File: config.mk
export PLATFORM = sky130hd
export DESIGN_NAME = sgdmf_ctrl
export DESIGN_NICKNAME = d
export VERILOG_FILES = /design/src/design/sgdmf_pkg.sv /design/src/design/sgdmf_ctrl.sv
export SDC_FILE = /design/constraint.sdc
export NUM_CORES = 1
export LEC_CHECK = 0
export ABC_AREA = 1
export BUFFER_PORTS_ARGS = -buffer_cell sky130_fd_sc_hd__buf_2
export CORE_MARGIN = 2
export CORE_UTILIZATION = 52
export CTS_BUF_LIST = sky130_fd_sc_hd__clkbuf_4
export DETAILED_ROUTE_END_ITERATION = 8
export GPL_TIMING_DRIVEN = 0
export PLACE_DENSITY = 0.73
export SETUP_SLACK_MARGIN = 0.15
export SLEW_MARGIN = 20
export SYNTH_ARGS = -nofsm -noshare
export SYNTH_HDL_FRONTEND = slang
export SYNTH_SLANG_ARGS = --single-unit
File: constraint.sdc
create_clock -name i_clk -period 4.86 [get_ports i_clk]
set_input_delay 0.972 -clock i_clk [delete_from_list [all_inputs] [get_ports i_clk]]
set_output_delay 0.972 -clock i_clk [all_outputs]
set_load 0.05 [all_outputs]
File: src/design/sgdmf_pkg.sv
// ----------------------------------------------------------------------------
// sgdmf_pkg
// Shared types, constants and arithmetic helpers for the SGD factor block.
// ----------------------------------------------------------------------------
`default_nettype none

package sgdmf_pkg;

    localparam int MAX_USERS    = 1024;
    localparam int MAX_MOVIES   = 1024;
    localparam int MAX_FEATURES = 16;

    localparam int USER_AW = $clog2(MAX_USERS);
    localparam int MOVIE_AW = $clog2(MAX_MOVIES);
    localparam int FEAT_W  = $clog2(MAX_FEATURES);
    localparam int CNT_W   = $clog2(MAX_FEATURES + 1);
    localparam int ACC_W   = 52;

    localparam int CFG_W   = 24;
    localparam int CFG_AW  = 2;

    // register indexes
    localparam logic [CFG_AW-1:0] CFG_LEARNING_RATE = 2'd0;
    localparam logic [CFG_AW-1:0] CFG_USER_REG      = 2'd1;
    localparam logic [CFG_AW-1:0] CFG_MOVIE_REG     = 2'd2;
    localparam logic [CFG_AW-1:0] CFG_FEATURE_COUNT = 2'd3;

    localparam logic [23:0] RST_LEARNING_RATE = 24'd1678;
    localparam logic [23:0] RST_REG           = 24'd16777;
    localparam logic [4:0]  RST_FEATURE_COUNT = 5'd10;

    localparam logic [2:0] K_WR_USER  = 3'd0;
    localparam logic [2:0] K_WR_MOVIE = 3'd1;
    localparam logic [2:0] K_TRAIN    = 3'd2;
    localparam logic [2:0] K_RD_USER  = 3'd3;
    localparam logic [2:0] K_RD_MOVIE = 3'd4;
    localparam logic [2:0] K_PREDICT  = 3'd5;

    typedef struct packed {
        logic [2:0]         kind;
        logic [9:0]         user_index;
        logic [9:0]         movie_index;
        logic [3:0]         feature_index;
        logic signed [31:0] value;
    } t_item;

    typedef struct packed {
        logic signed [31:0] data_value;
        logic signed [31:0] error_value;
        logic [31:0]        squared_error;
        logic               skipped;
    } t_result;

    typedef enum logic [2:0] {
        MS_UM = 3'd0,   // user x movie (dot product term)
        MS_EE = 3'd1,   // error squared
        MS_EP = 3'd2,   // error x partner element
        MS_LX = 3'd3,   // lambda x own element
        MS_TR = 3'd4    // step x learning rate
    } t_mul_sel;

    typedef enum logic [1:0] {
        OUT_ZERO = 2'd0,
        OUT_READ = 2'd1,
        OUT_SKIP = 2'd2,
        OUT_PRED = 2'd3
    } t_out_sel;

    typedef struct packed {
        logic              load;
        logic              feat_fi;     // address by the item's feature index
        logic [FEAT_W-1:0] feat;
        logic              latch;
        logic              acc_clr;
        logic              acc_add;
        logic              mul_en;
        t_mul_sel          mul_sel;
        logic              side;        // 0 user vector, 1 movie vector
        logic              err_en;
        logic              a_en;
        logic              t_en;
        logic              new_en;
        logic              wr_item;
        logic              wr_upd;
        logic              out_en;
        t_out_sel          out_sel;
    } t_cmd;

    typedef struct packed {
        logic [2:0]       kind;
        logic             zero_rating;
        logic [CNT_W-1:0] nfeat;
    } t_stat;

    localparam logic signed [63:0] I32_MAX = 64'sh0000_0000_7FFF_FFFF;
    localparam logic signed [63:0] I32_MIN = -64'sh0000_0000_8000_0000;

    function automatic logic signed [31:0] sat32(input logic signed [63:0] v);
        logic signed [31:0] r;
        if (v > I32_MAX) begin
            r = 32'sh7FFF_FFFF;
        end else if (v < I32_MIN) begin
            r = -32'sh8000_0000;
        end else begin
            r = v[31:0];
        end
        return r;
    endfunction

endpackage

`default_nettype wire

File: src/design/sgdmf_ctrl.sv
// ----------------------------------------------------------------------------
// sgdmf_ctrl
// Sequencer: walks the datapath through access, dot product and update steps.
// ----------------------------------------------------------------------------
`default_nettype none

module sgdmf_ctrl (
    input  wire                 i_clk,
    input  wire                 i_rst_n,
    input  wire                 start,
    output logic                busy,
    input  sgdmf_pkg::t_stat    i_stat,
    output sgdmf_pkg::t_cmd     o_cmd
);
    import sgdmf_pkg::*;

    typedef enum logic [19:0] {
        S_IDLE = 20'h00001,
        S_DISP = 20'h00002,
        S_WR   = 20'h00004,
        S_RD   = 20'h00008,
        S_RDW  = 20'h00010,
        S_DRD  = 20'h00020,
        S_DLAT = 20'h00040,
        S_DMUL = 20'h00080,
        S_DACC = 20'h00100,
        S_ERR  = 20'h00200,
        S_SQM  = 20'h00400,
        S_SQ   = 20'h00800,
        S_URD  = 20'h01000,
        S_ULAT = 20'h02000,
        S_U1   = 20'h04000,
        S_U2   = 20'h08000,
        S_U3   = 20'h10000,
        S_U4   = 20'h20000,
        S_U5   = 20'h40000,
        S_UWR  = 20'h80000
    } t_state;

    t_state           r_state, n_state;
    logic [CNT_W-1:0] r_f, n_f;
    logic             r_side, n_side;
    logic [CNT_W-1:0] f_inc;

    assign f_inc = r_f + CNT_W'(1);
    assign busy  = (r_state != S_IDLE);

    always_ff @(posedge i_clk) begin
        if (!i_rst_n) begin
            r_state <= S_IDLE;
            r_f     <= '0;
            r_side  <= 1'b0;
        end else begin
            r_state <= n_state;
            r_f     <= n_f;
            r_side  <= n_side;
        end
    end

    always_comb begin
        n_state = r_state;
        n_f     = r_f;
        n_side  = r_side;
        o_cmd   = '0;
        o_cmd.feat    = r_f[FEAT_W-1:0];
        o_cmd.side    = r_side;
        o_cmd.mul_sel = MS_UM;
        o_cmd.out_sel = OUT_ZERO;
        unique case (r_state)
            S_IDLE: begin
                if (start) begin
                    o_cmd.load = 1'b1;
                    n_state    = S_DISP;
                end
            end
            S_DISP: begin
                n_f = '0;
                if (i_stat.kind == K_WR_USER || i_stat.kind == K_WR_MOVIE) begin
                    n_state = S_WR;
                end else if (i_stat.kind == K_RD_USER || i_stat.kind == K_RD_MOVIE) begin
                    n_state = S_RD;
                end else if (i_stat.kind == K_TRAIN || i_stat.kind == K_PREDICT) begin
                    if (i_stat.zero_rating) begin
                        o_cmd.out_en  = 1'b1;
                        o_cmd.out_sel = OUT_SKIP;
                        n_state       = S_IDLE;
                    end else begin
                        o_cmd.acc_clr = 1'b1;
                        n_state = (i_stat.nfeat == '0) ? S_ERR : S_DRD;
                    end
                end else begin
                    // unused kind: empty answer
                    o_cmd.out_en = 1'b1;
                    n_state      = S_IDLE;
                end
            end
            S_WR: begin
                o_cmd.feat_fi = 1'b1;
                o_cmd.wr_item = 1'b1;
                o_cmd.out_en  = 1'b1;
                n_state       = S_IDLE;
            end
            S_RD: begin
                o_cmd.feat_fi = 1'b1;
                n_state       = S_RDW;
            end
            S_RDW: begin
                o_cmd.feat_fi = 1'b1;
                o_cmd.out_en  = 1'b1;
                o_cmd.out_sel = OUT_READ;
                n_state       = S_IDLE;
            end
            S_DRD: n_state = S_DLAT;
            S_DLAT: begin
                o_cmd.latch = 1'b1;
                n_state     = S_DMUL;
            end
            S_DMUL: begin
                o_cmd.mul_en  = 1'b1;
                o_cmd.mul_sel = MS_UM;
                n_state       = S_DACC;
            end
            S_DACC: begin
                o_cmd.acc_add = 1'b1;
                if (f_inc == i_stat.nfeat) begin
                    n_state = S_ERR;
                end else begin
                    n_f     = f_inc;
                    n_state = S_DRD;
                end
            end
            S_ERR: begin
                o_cmd.err_en = 1'b1;
                n_state      = S_SQM;
            end
            S_SQM: begin
                o_cmd.mul_en  = 1'b1;
                o_cmd.mul_sel = MS_EE;
                n_state       = S_SQ;
            end
            S_SQ: begin
                o_cmd.out_en  = 1'b1;
                o_cmd.out_sel = OUT_PRED;
                n_f           = '0;
                n_side        = 1'b0;
                if (i_stat.kind == K_TRAIN && i_stat.nfeat != '0) begin
                    n_state = S_URD;
                end else begin
                    n_state = S_IDLE;
                end
            end
            S_URD: n_state = S_ULAT;
            S_ULAT: begin
                o_cmd.latch = 1'b1;
                n_state     = S_U1;
            end
            S_U1: begin
                o_cmd.mul_en  = 1'b1;
                o_cmd.mul_sel = MS_EP;
                n_state       = S_U2;
            end
            S_U2: begin
                o_cmd.a_en    = 1'b1;
                o_cmd.mul_en  = 1'b1;
                o_cmd.mul_sel = MS_LX;
                n_state       = S_U3;
            end
            S_U3: begin
                o_cmd.t_en = 1'b1;
                n_state    = S_U4;
            end
            S_U4: begin
                o_cmd.mul_en  = 1'b1;
                o_cmd.mul_sel = MS_TR;
                n_state       = S_U5;
            end
            S_U5: begin
                o_cmd.new_en = 1'b1;
                if (r_side) begin
                    n_side  = 1'b0;
                    n_state = S_UWR;
                end else begin
                    n_side  = 1'b1;
                    n_state = S_U1;
                end
            end
            S_UWR: begin
                o_cmd.wr_upd = 1'b1;
                if (f_inc == i_stat.nfeat) begin
                    n_state = S_IDLE;
                end else begin
                    n_f     = f_inc;
                    n_state = S_URD;
                end
            end
            default: n_state = S_IDLE;
        endcase
    end

endmodule

`default_nettype wire

## Word level (Yosys, flattened, before mapping)

Cells that the tools add are included.

- Bits of input ports: 12
- Output and inout bits: 24
- Logic and storage cells: 87
- Register bits after elaboration: 26

- Muxes and demuxes: 39
- Equality and inequality tests: 29
- Add/sub/neg operators: 1
- Reductions and logical operators: 15

Operator list:

| operator | number |
|---|---|
| 20-bit case mux with 18 select lines | 1 |
| 20-bit 2-to-1 mux | 4 |
| 10-bit 2-to-1 mux | 4 |
| 13-bit 2-to-1 mux | 2 |
| 20-bit by 1-bit == test with 1-bit output (second input constant) | 1 |
| 20-bit by 10-bit == test with 1-bit output (second input constant) | 1 |
| 20-bit by 11-bit == test with 1-bit output (second input constant) | 1 |
| 20-bit by 12-bit == test with 1-bit output (second input constant) | 1 |
| 20-bit by 13-bit == test with 1-bit output (second input constant) | 1 |
| 20-bit by 14-bit == test with 1-bit output (second input constant) | 1 |
| 20-bit by 15-bit == test with 1-bit output (second input constant) | 1 |
| 20-bit by 16-bit == test with 1-bit output (second input constant) | 1 |
| 20-bit by 17-bit == test with 1-bit output (second input constant) | 1 |
| 20-bit by 18-bit == test with 1-bit output (second input constant) | 1 |
| 20-bit by 19-bit == test with 1-bit output (second input constant) | 1 |
| 20-bit by 2-bit == test with 1-bit output (second input constant) | 1 |
| 20-bit == test (second input constant) | 1 |
| 20-bit by 3-bit == test with 1-bit output (second input constant) | 1 |
| 20-bit by 4-bit == test with 1-bit output (second input constant) | 1 |
| 20-bit by 5-bit == test with 1-bit output (second input constant) | 1 |
| 20-bit by 6-bit == test with 1-bit output (second input constant) | 1 |
| 20-bit by 7-bit == test with 1-bit output (second input constant) | 1 |
| 20-bit by 8-bit == test with 1-bit output (second input constant) | 1 |
| 20-bit by 9-bit == test with 1-bit output (second input constant) | 1 |
| other kinds (24) | 53 |

## Longest topological paths before layout

Gate-level depths: netlist (run 1).

- Depth in word-level cells: 7
- Depth in mapped cells: 11
- Depth with buffers taken out: 11

## Worst setup path after synthesis (run 1)

Ideal clock, no wire load.

- Path type: input port to output port
- Start: input port i_stat[8] in the netlist's numbering
- End: output port o_cmd[1] in the netlist's numbering
- Path buffers: 0
- Slack: 1566 ps
- Cell stages on the path: 5
- Arrival: 2322 ps
- Data required time: 3888 ps
- Cell sequence: inv_1 > nand3_1 > nand2_1 > nand2_1 > o21ai_0

RTL lines:

| element | line | text |
|---|---|---|
| start, declared | sgdmf_ctrl.sv:12 | `input sgdmf_pkg::t_stat i_stat,` |
| end, declared | sgdmf_ctrl.sv:13 | `output sgdmf_pkg::t_cmd o_cmd` |

==> results of run 1 <==
==> layout make-up <==
| type | count | area share, % |
|---|---|---|
| Inverter | 57 | 10.8 |
| Clock buffer | 3 | 1.12 |
| Timing Repair Buffer | 35 | 8.74 |
| Multi-Input combinational cell | 186 | 48.4 |
| Sequential cell | 26 | 26.0 |
| Buffer | 6 | 2.06 |
| Tap cell | 46 | 2.87 |
==> cells in the mapped netlist (all sizes together) (2+ instances only) <==
cell   number  area share (%)
a21oi       9             2.6
buf         5             2.1
dfxtp      26              30
inv        56              12
nand2      54              13
nand3      29             9.2
nand4       7             3.4
nor2       56              16
nor3       15             4.3
o21ai       4             1.1
or2         2            0.72
xnor2       3             1.5
xor2        3             1.5
==> routing by layer <==
layer | track usage (%) | up-vias | wire [um]
li1 | - | 922 | -
met1 | 27.7 | 737 | 1720
met2 | 34.7 | 49 | 1770
met3 | 6.21 | 0 | 238
met4 | 5.78 | 0 | 0
met5 | 0 | - | 0
==> power breakdown <==
part | leakage, nW | total [W] | switching (W) | internal, W
logic | 0.931 | 0.0000801 | 0.0000554 | 0.0000247
registers | 0.210 | 0.000218 | 0.00000285 | 0.000216
clock network | 0.0138 | 0.0000935 | 0.0000644 | 0.0000291
==> state kept, by name, indices dropped and copies added (netlist names) <==
name	count
r_state	20
r_side	1
r_f	5
==> through the flow <==
step	hold WS (ps)	total power [W]	instance area, um^2
2_1_floorplan	444	0.000283	1750
3_3_place_gp	463	0.000302	1980
3_5_place_dp	464	0.000303	1980
4_1_cts	471	0.000395	2000
5_1_grt	524	0.000413	2000
6_report	467	0.000392	2000
==> placed cells by master, fill, tap and decap left out, types with 5 or more instances in the layout <==
cell type,count
inv_1,53
nand2_1,45
nor2_1,41
buf_2,35
nand3_1,26
dfxtp_1,26
nor3_1,15
nor2_2,11
a21oi_1,9
nand2_2,7
nand4_1,6
buf_4,5
==> cells by family after synthesis <==
kind of cell / after synthesis / share of synthesized area (%)
fa+ha+maj: 1 / 0.716
xor+xnor: 6 / 3.01
flops: 26 / 29.8
compound gates: 15 / 4.58
buf+inv: 63 / 14.7
simple gates: 164 / 47.2
==> worst paths after layout <==
path	from	to	slack [ps]	cells past startpoint
setup reg to reg	r_f[0]$_SDFFE_PN0P_	r_f[2]$_SDFFE_PN0P_	3080	9
setup / recovery	i_stat[6]	o_cmd[2]	1730	9
hold / removal	r_side$_SDFFE_PN0P_	r_state[19]$_SDFFE_PN0P_	470	2
hold reg to reg	r_side$_SDFFE_PN0P_	r_state[19]$_SDFFE_PN0P_	470	2
==> worst min-delay path: cells and delay by family, from the launching register on <==
| kind | cells | cell delay, ps |
|---|---|---|
| simple gates | 1 | 40 |
| flops | 1 | 360 |
| buf+inv | 1 | 60 |
==> run metrics, run 1 <==
fillcell total=about 320; Root Buffer Master=clkbuf_4; CP Cell Sequence=buf_2 > inv_1 > nand2_1 > o21ai_0 > nor2_1 > nand2_1 > nor2_1 > or3_1 > buf_2; register area share after synthesis=between 20 and 30%; worst-margin pin slew=around 480 ps; final WL=between 3 and 4 mm; final worst-path cycle share=64.3%; first-pass GRT wire length=between 6 and 7 mm; drt wl/cell=10.4 um; fin cells=between 300 and 400; CTS tree=yes; largest net degree at the start of global routing=14; worst clock skew=approximately 12 ps; Post-Synthesis Cells=between 200 and 300; post-layout util=between 60% and 70%; final hold vios=0; Post-DP HPWL=a little over 3 mm; DRT Pass-1 Iters=4; initial antenna violation count=0; final setup margin=roughly 1700 ps; max incr delay on CP=roughly 350 ps; fin nets=between 300 and 400; Pleak=roughly 1.2 nW; syn avg cell area=between 6 and 7 um^2; CP delay by family, top=simple AND/OR/NAND/NOR gates; Die Span Y=62.0 um; Hold Path Class=reg -> reg; initial detailed-routing violation count=69; Worst-path clk slew=roughly 140 ps; DRC=0; DP Cell Count=~360; hold buffers post-CTS=0; Fmax=0.320 GHz; port buffer count=35; pre-CTS WS=1730 ps; Mapped Area=between 1500 and 2000 um^2; WP data required=~3900 ps; Slew Viols, Final=0; RSZ-0062 raised after global routing=false; multi-input logic area=about 970 um^2; row count=21; core area=~3300 um^2; area occupied by registers=~520 um^2; Max Fanout on Critical Path=3; Setup crit end kind=output port; mean number of vias per cell=around 4.8; Ports=36; detailed-route via count=1,708; status=finished, final reports clean; clk_lat worst skew=~330 ps; crit path kind=in -> out; cts bufs inserted=3; YS warnings=0; ys async rst share=0%; CP Buf/Inv Count=3; startpoint types=primary input; GP Congestion=around 0.84; endpoints failing setup=0; Post-CTS Resized=0; share of layout cells above drive strength 1=approximately a quarter; GR Util All Layers=21.4%; maximum vdd drop=~170 uV; P&R area growth vs syn=14.6%; Top FF cell, synth=dfxtp_1; Max-Cap Viols=0; antenna diode count=0; Rel. slew slack=67.7%; P per Cell Area=196 nW/um^2; Initial Utilization=53.2%; die width=62.0 um; setup_tns=0 ps; CTS Buffer Depth=2; Sink Count=26; GR Overflow Total=0; #FFs+latches synth=26; slowest cell on the critical path=or3_1; Synth cell types=30; WP data arrival=2150 ps; DRT antenna net count=0; H-tree levels=1; EDFF count, synth=0; Die ar.=just under 4000 um^2; vias in the first global route=about 1.5k; Syn Nets=between 200 and 300; Final min period=roughly 3100 ps; postcts setup bufs=0
(Power assumes the default switching activity.)
==> run 2: changes to the inputs <==
--- a/config.mk
+++ b/config.mk
@@ -5,14 +5,14 @@
 export SDC_FILE = /design/constraint.sdc
 export NUM_CORES = 1
 export LEC_CHECK = 0
-export ABC_AREA = 1
+export ABC_AREA = 0
 export BUFFER_PORTS_ARGS = -buffer_cell sky130_fd_sc_hd__buf_2
 export CORE_MARGIN = 2
 export CORE_UTILIZATION = 52
 export CTS_BUF_LIST = sky130_fd_sc_hd__clkbuf_4
 export DETAILED_ROUTE_END_ITERATION = 8
 export GPL_TIMING_DRIVEN = 0
-export PLACE_DENSITY = 0.73
+export PLACE_DENSITY = 0.74
 export SETUP_SLACK_MARGIN = 0.15
 export SLEW_MARGIN = 20
 export SYNTH_ARGS = -nofsm -noshare
==> constraint.sdc (replaced) <==
create_clock -name i_clk -period 3.25 [get_ports i_clk]
set_input_delay 0.65 -clock i_clk [delete_from_list [all_inputs] [get_ports i_clk]]
set_output_delay 0.65 -clock i_clk [all_outputs]
set_load 0.05 [all_outputs]
==> run 2 against run 1 <==
  * The run now ends with negative setup slack left
  * Global-route usage rose by 5.0 points
  * Sequential share of layout area fell by 4.3 points
  * Critical path type is now reg -> out
  * Highest routed layer is now met4
  * Largest cell class unchanged
  * Combinational power rose by 96%
==> run metrics, run 2 <==
status=complete, but fails checks (was finished, final reports clean); violated checks=negative setup slack; Fmax=a little under 0.3 GHz; startpoint types=flop (was primary input); Synth Area in Compound Gates=10.3% (was 4.58%); Post-Synthesis Cells=203 (was 275); Synth top cells by count=dfxtp_1 (26), nor2_1 (24), nand2_1 (12) (was inv_1 (53), nand2_1 (45), nor2_1 (41)); Mapped Area=1630 um^2 (was 1750 um^2); Synth cell types=48 (was 30); worst-margin pin slew=794 ps (was 484 ps); WP data arrival=2810 ps (was 2150 ps); initial detailed-routing violation count=94 (was 69); Root Buffer Master=clkbuf_4 (unchanged); ys async rst share=0% (unchanged); commonest non-fill, non-tap cell in the layout=buf_4 (was inv_1); final setup margin=-209 ps (was 1730 ps); hold buffers post-CTS=0 (unchanged); post-layout util=81.2% (was 61.0%); DP Cell Count=282 (was 356); EDFF count, synth=0 (unchanged); WP data required=2600 ps (was 3890 ps); Top FF cell, synth=dfxtp_1 (unchanged); crit path kind=reg -> out (was in -> out); P per Cell Area=291 nW/um^2 (was 196 nW/um^2); detailed-route via count=1,789 (was 1,708); syn avg cell area=8.03 um^2 (was 6.36 um^2); mean number of vias per cell=5.79 (was 4.76); final instance area=2460 um^2 (was 2000 um^2); Die ar.=3600 um^2 (was 3840 um^2); GR Util All Layers=26.4% (was 21.4%); first-pass GRT wire length=7.13 mm (was 6.13 mm); #FFs+latches synth=26 (unchanged); final WL=4.99 mm (was 3.72 mm); pre-CTS WS=-25.3 ps (was 1730 ps); largest net degree at the start of global routing=16 (was 14); initial antenna violation count=0 (unchanged); Worst-path clk slew=150 ps (was 140 ps); setup_tns=-622 ps (was 0 ps); die width=60.0 um (was 62.0 um); drt wl/cell=16.2 um (was 10.4 um); GR Overflow Total=0 (unchanged); cts bufs inserted=3 (unchanged); Slew Viols, Final=0 (unchanged); Hold Path Class=reg -> reg (unchanged); Sink Count=26 (unchanged); DRC=0 (unchanged); largest family of logic cells by synthesized area=simple AND/OR/NAND/NOR gates (unchanged); Post-DP HPWL=2.89 mm (was 3.04 mm); Max Fanout on Critical Path=5 (was 3); antenna diode count=0 (unchanged); register area share after synthesis=31.9% (was 29.8%); Post-DP Area=1920 um^2 (was 1980 um^2); core area=3030 um^2 (was 3280 um^2); row count=20 (was 21); Top reg by flops=r_state (unchanged); Die Span Y=60.0 um (was 62.0 um); RSZ-0062 raised after global routing=true (was false); fin nets=279 (was 328); max reg flops=20 (unchanged); share of layout cells above drive strength 1=44.5% (was 24.0%); GP Congestion=0.796 (was 0.836); Initial Utilization=53.8% (was 53.2%); fillcell total=193 (was 316); Final min period=3460 ps; vias in the first global route=1,534 (was 1,468); post-synth top area cell=dfxtp_1 (unchanged); synth top area cells=dfxtp_1 (32%), nor2_1 (5.5%), or4_1 (5.1%) (was dfxtp_1 (30%), inv_1 (11%), nand2_1 (9.7%)); CTS Buffer Depth=2 (unchanged); Ports=36 (unchanged); fin cells=309 (was 359); commonest non-fill, non-tap cells in the layout=buf_4 (24), nor2_1 (22), buf_2 (20) (was inv_1 (53), nand2_1 (45), nor2_1 (41)); clk_lat worst skew=340 ps (was 330 ps); Post-Synth Simple-Gate Area=42.8% (was 47.2%); Pleak=1.03 nW (was 1.15 nW); P&R area growth vs syn=50.9% (was 14.6%); Syn Nets=216 (was 288); H-tree levels=1 (unchanged); Regs by FF count=r_state x20, r_f x5, r_side x1 (unchanged); port buffer count=35 (unchanged); endpoints failing setup=7 (was 0); count leader, synth=dfxtp_1 (was inv_1); Max-Cap Viols=0 (unchanged); post-synthesis mux area share=1.23% (was 0%); Rel. slew slack=46.7% (was 67.7%); Yosys top cell area share=31.9% (was 29.8%); final hold vios=0 (unchanged); final worst-path cycle share=106%; Synth Area in Adders=0.767% (was 0.716%); maximum vdd drop=196 uV (was 167 uV); xor/xnor share of the synthesized area=5.37% (was 3.01%); DRT antenna net count=0 (unchanged); Setup crit end kind=output port (unchanged); YS warnings=0 (unchanged); CTS tree=yes (unchanged); worst clock skew=4.33 ps (was 11.6 ps); DRT Pass-1 Iters=4 (unchanged)
[run 2: layout make-up]
| class | instances | area, um^2 | share of cell area, % |
|---|---|---|---|
| multi-input combinational | 155 | 1190 | 48.5 |
| sequential | 26 | 533 | 21.7 |
| timing repair buffer | 58 | 479 | 19.5 |
| buffer | 12 | 109 | 4.43 |
| tap | 44 | 55.1 | 2.24 |
| inverter | 10 | 37.5 | 1.53 |
| clock inverter | 1 | 30.0 | 1.22 |
| clock buffer | 3 | 22.5 | 0.916 |
[run 2: per-stage QoR]
stage	total power, W	hold slack [ps]
floorplan	0.000428	431
global placement	0.000457	450
detailed placement	0.000459	453
CTS	0.000701	475
global route	0.000745	522
finish	0.000716	472
[run 2: routing by layer]
| layer | vias up | track usage, % | part of all wire (%) |
|---|---|---|---|
| li1 | 857 | - | - |
| met1 | 843 | 34.6 | 43 |
| met2 | 72 | 41.5 | 49 |
| met3 | 17 | 3.90 | 5.4 |
| met4 | 0 | 14.3 | 2.5 |
| met5 | - | 0 | 0 |
[run 2: what timing repair did]
item / 4_1_cts / 5_1_grt
pin swaps: 11 / 10
setup buffers: 11 / 12
endpoints found under the setup margin: 19 / 19
gates resized for setup: 49 / 37
hold endpoints to repair: 0 / 0
[run 2: final timing paths]
kind | slack [ps] | depth (start not counted) | to | startpoint
hold / removal | 470 | 2 | r_state[19]$_SDFFE_PN0P_ | r_side$_SDFFE_PN0P_
hold reg to reg | 470 | 2 | r_state[19]$_SDFFE_PN0P_ | r_side$_SDFFE_PN0P_
setup reg to reg | 380 | 10 | r_state[0]$_SDFFE_PN1P_ | r_state[3]$_SDFFE_PN0P_
setup / recovery | -210 | 7 | o_cmd[2] | r_state[8]$_SDFFE_PN0P_
[run 2: logic make-up (layout without fill, tap and decap cells)]
logic type,count (synthesis),count (layout)
simple gates,114,114
compound gates,28,28
flops,26,26
buf+inv,22,84
xor+xnor,10,10
mux,2,2
fa+ha+maj,1,1
[run 2: power breakdown]
part | internal [W] | switching, W
clock | 0.000125 | 0.000107
combinational | 0.0000637 | 0.0000929
sequential | 0.000322 | 0.00000519
total | 0.000511 | 0.000205
[run 2: worst max-delay path: stages, from the launching register on]
cell	delay [ps]
dfxtp_2	360
or4_4	540
buf_8	140
or3_4	390
or4_4	460
nor3b_4	250
or3b_4	180
buf_8	140
==> run 3: changes to the inputs <==
--- a/config.mk
+++ b/config.mk
@@ -12,9 +12,9 @@
 export CTS_BUF_LIST = sky130_fd_sc_hd__clkbuf_4
 export DETAILED_ROUTE_END_ITERATION = 8
 export GPL_TIMING_DRIVEN = 0
-export PLACE_DENSITY = 0.74
+export PLACE_DENSITY = 0.89
 export SETUP_SLACK_MARGIN = 0.15
-export SLEW_MARGIN = 20
+export SLEW_MARGIN = 30
 export SYNTH_ARGS = -nofsm -noshare
 export SYNTH_HDL_FRONTEND = slang
 export SYNTH_SLANG_ARGS = --single-unit
==> run 3 against run 2 <==
  * The flow still finishes with violations (negative setup slack)
  * Clock skew increased by 18 ps
  * Clock-buffer cell count unchanged
  * Wire length increased by 7.2%
  * Sequential share of layout area increased by 0.38 points
  * Hold slack improved by 1.5 ps
  * Largest power group unchanged
==> run metrics, run 3 (synthesis gave the netlist of run 2 again) <==
status=complete, but fails checks (unchanged); violated checks=negative setup slack (unchanged); Ports=36 (unchanged); Top reg by flops=r_state (unchanged); GR Overflow Total=0 (unchanged); Final min period=3440 ps (was 3460 ps); commonest non-fill, non-tap cells in the layout=buf_4 (27), nor2_1 (22), dfxtp_1 (21) (was buf_4 (24), nor2_1 (22), buf_2 (20)); detailed-route via count=1,837 (was 1,789); final worst-path cycle share=106% (about the same); cts bufs inserted=3 (unchanged); slowest cell on the critical path=or4_4 (unchanged); final WL=5.35 mm (was 4.99 mm); CTS tree=yes (unchanged); RR Endpoint=r_state[0]$_SDFFE_PN1P_ (unchanged); endpoints failing setup=9 (was 7); Setup crit end kind=output port (unchanged); CP Buf/Inv Count=3 (was 2); Die Span Y=60.0 um (unchanged); Pleak=1.02 nW (was 1.03 nW); Hold Path Class=reg -> reg (unchanged); r2r setup slk=140 ps (was 380 ps); initial detailed-routing violation count=125 (was 94); antenna diode count=0 (unchanged); Max Fanout on Critical Path=5 (unchanged); R2R cell count=9 (was 10); Regs by FF count=r_state x20, r_f x5, r_side x1 (unchanged); P&R area growth vs syn=48.0% (was 50.9%); DRT antenna net count=0 (unchanged); Max-Cap Viols=0 (unchanged); Die ar.=3600 um^2 (unchanged); CP Cell Sequence=or4_4 > buf_8 > or3_4 > buf_4 > nor4_2 > nand3b_1 > nand2_4 > or3b_4 > buf_8 (was or4_4 > buf_8 > or3_4 > or4_4 > nor3b_4 > or3b_4 > buf_8); GP Congestion=0.836 (was 0.796); core area=3030 um^2 (unchanged); worst-margin pin slew=972 ps (was 794 ps); commonest non-fill, non-tap cell in the layout=buf_4 (unchanged); fin nets=281 (was 279); cell mode on critical path=buf_8; P per Cell Area=269 nW/um^2 (was 291 nW/um^2); fillcell total=183 (was 193); Rel. slew slack=34.7% (was 46.7%); Hold Crit Depth=2 (unchanged); die width=60.0 um (unchanged); hold buffers post-CTS=0 (unchanged); CTS Buffer Depth=2 (unchanged); Sink Count=26 (unchanged); final hold vios=0 (unchanged); CP delay by family, top=simple AND/OR/NAND/NOR gates (unchanged); largest net degree at the start of global routing=15 (was 16); final instance area=2410 um^2 (was 2460 um^2); max reg flops=20 (unchanged); drt wl/cell=17.2 um (was 16.2 um); H-tree levels=1 (unchanged); crit path kind=reg -> out (unchanged); clk_lat worst skew=350 ps (was 340 ps); mean number of vias per cell=5.91 (was 5.79); FF-to-FF Start=r_state[15]$_SDFFE_PN0P_ (was r_state[3]$_SDFFE_PN0P_); final hold slack=473 ps (was 472 ps); hold_sp=r_side$_SDFFE_PN0P_ (unchanged); Slew Viols, Final=0 (unchanged); Post-DP Area=1920 um^2 (unchanged); instance count on the critical path=9 (was 7); maximum vdd drop=208 uV (was 196 uV); row count=20 (unchanged); WP data arrival=2790 ps (was 2810 ps); port buffer count=35 (unchanged); Root Buffer Master=clkbuf_4 (unchanged); Power Total=0.000648 W (was 0.000716 W); setup_tns=-973 ps (was -622 ps); first-pass GRT wire length=7.29 mm (was 7.13 mm); DRC=0 (unchanged); Post-DP HPWL=3.06 mm (was 2.89 mm); startpoint types=flop (unchanged); worst clock skew=22.1 ps (was 4.33 ps); initial antenna violation count=0 (unchanged); share of layout cells above drive strength 1=41.9% (was 44.5%); WP data required=2600 ps (about the same); DRT Pass-1 Iters=7 (was 4); GR Util All Layers=27.0% (was 26.4%); final setup margin=-188 ps (was -209 ps); Worst Hold Path EP=r_state[19]$_SDFFE_PN0P_ (unchanged); area occupied by registers=532 um^2 (was 533 um^2); Initial Utilization=53.8% (unchanged); RSZ-0062 raised after global routing=true (unchanged); post-layout util=79.7% (was 81.2%); Worst-path clk slew=170 ps (was 150 ps); multi-input logic area=1160 um^2 (was 1190 um^2); Fmax=0.291 GHz (was 0.289 GHz); max incr delay on CP=520 ps (was 540 ps); vias in the first global route=1,598 (was 1,534)
## run 3: cell types whose count changed in the layout (fill, tap and decap cells not counted), moves of 2 or more
cell and delta:
buf_4 +3, or4_4 -2, dfxtp_2 -4, buf_6 -2, dfxtp_1 +3, or4_1 +2
## run 3: timing repair
item,CTS,global route
setup endpoints to repair,18,19
resized for setup,41,38
endpoints found under the hold margin,0,0
buffers inserted,11,14
pin swaps,5,7
## run 3: where the power goes
group          switching [W]  leakage, nW  internal, W
sequential        0.00000620        0.212     0.000322
combinational      0.0000976        0.797    0.0000681
clock               0.000109       0.0154    0.0000452
## run 3: cell type report
cell class	count	area share, %
Buffer	12	4.51
Timing Repair Buffer	60	20.6
Clock buffer	3	0.934
Sequential cell	26	22.0
Tap cell	44	2.28
Inverter	10	1.56
Clock inverter	1	0.156
Multi-Input combinational cell	155	47.9
## run 3: worst max-delay path by stage
stage	slack [ps]	to	from
after floorplan	-170	o_cmd[14]	r_state[1]$_SDFFE_PN0P_
after global placement	20	o_cmd[2]	r_state[3]$_SDFFE_PN0P_
after detailed placement	1	o_cmd[2]	r_state[8]$_SDFFE_PN0P_
after CTS	-150	o_cmd[2]	r_state[3]$_SDFFE_PN0P_
after global routing	-260	o_cmd[2]	r_state[9]$_SDFFE_PN0P_
final	-190	o_cmd[2]	r_state[9]$_SDFFE_PN0P_
## run 3: routing by layer
layer  GRT usage [%]  up-vias  routed length (um)
met2            45.8       95                2820
li1                -      860                   -
met3            4.11       18                 368
met1            33.9      864                2020
met4            11.1        0                 146
met5               0        -                   0
## run 3: per-stage QoR
step,setup WS (ps),std cells
finish,-188,311
global route,-265,311
CTS,-152,297
detailed placement,1.27,282
global placement,17.7,282
floorplan,-171,203
## run 3: worst reg2reg max path, delay by kind of cell (launching register included)
kind | cells | cell delay [ps]
and+or+nand+nor | 5 | 2140
buffers and inverters | 3 | 360
AOI/OAI and AO/OA | 1 | 80
DFF | 1 | 400
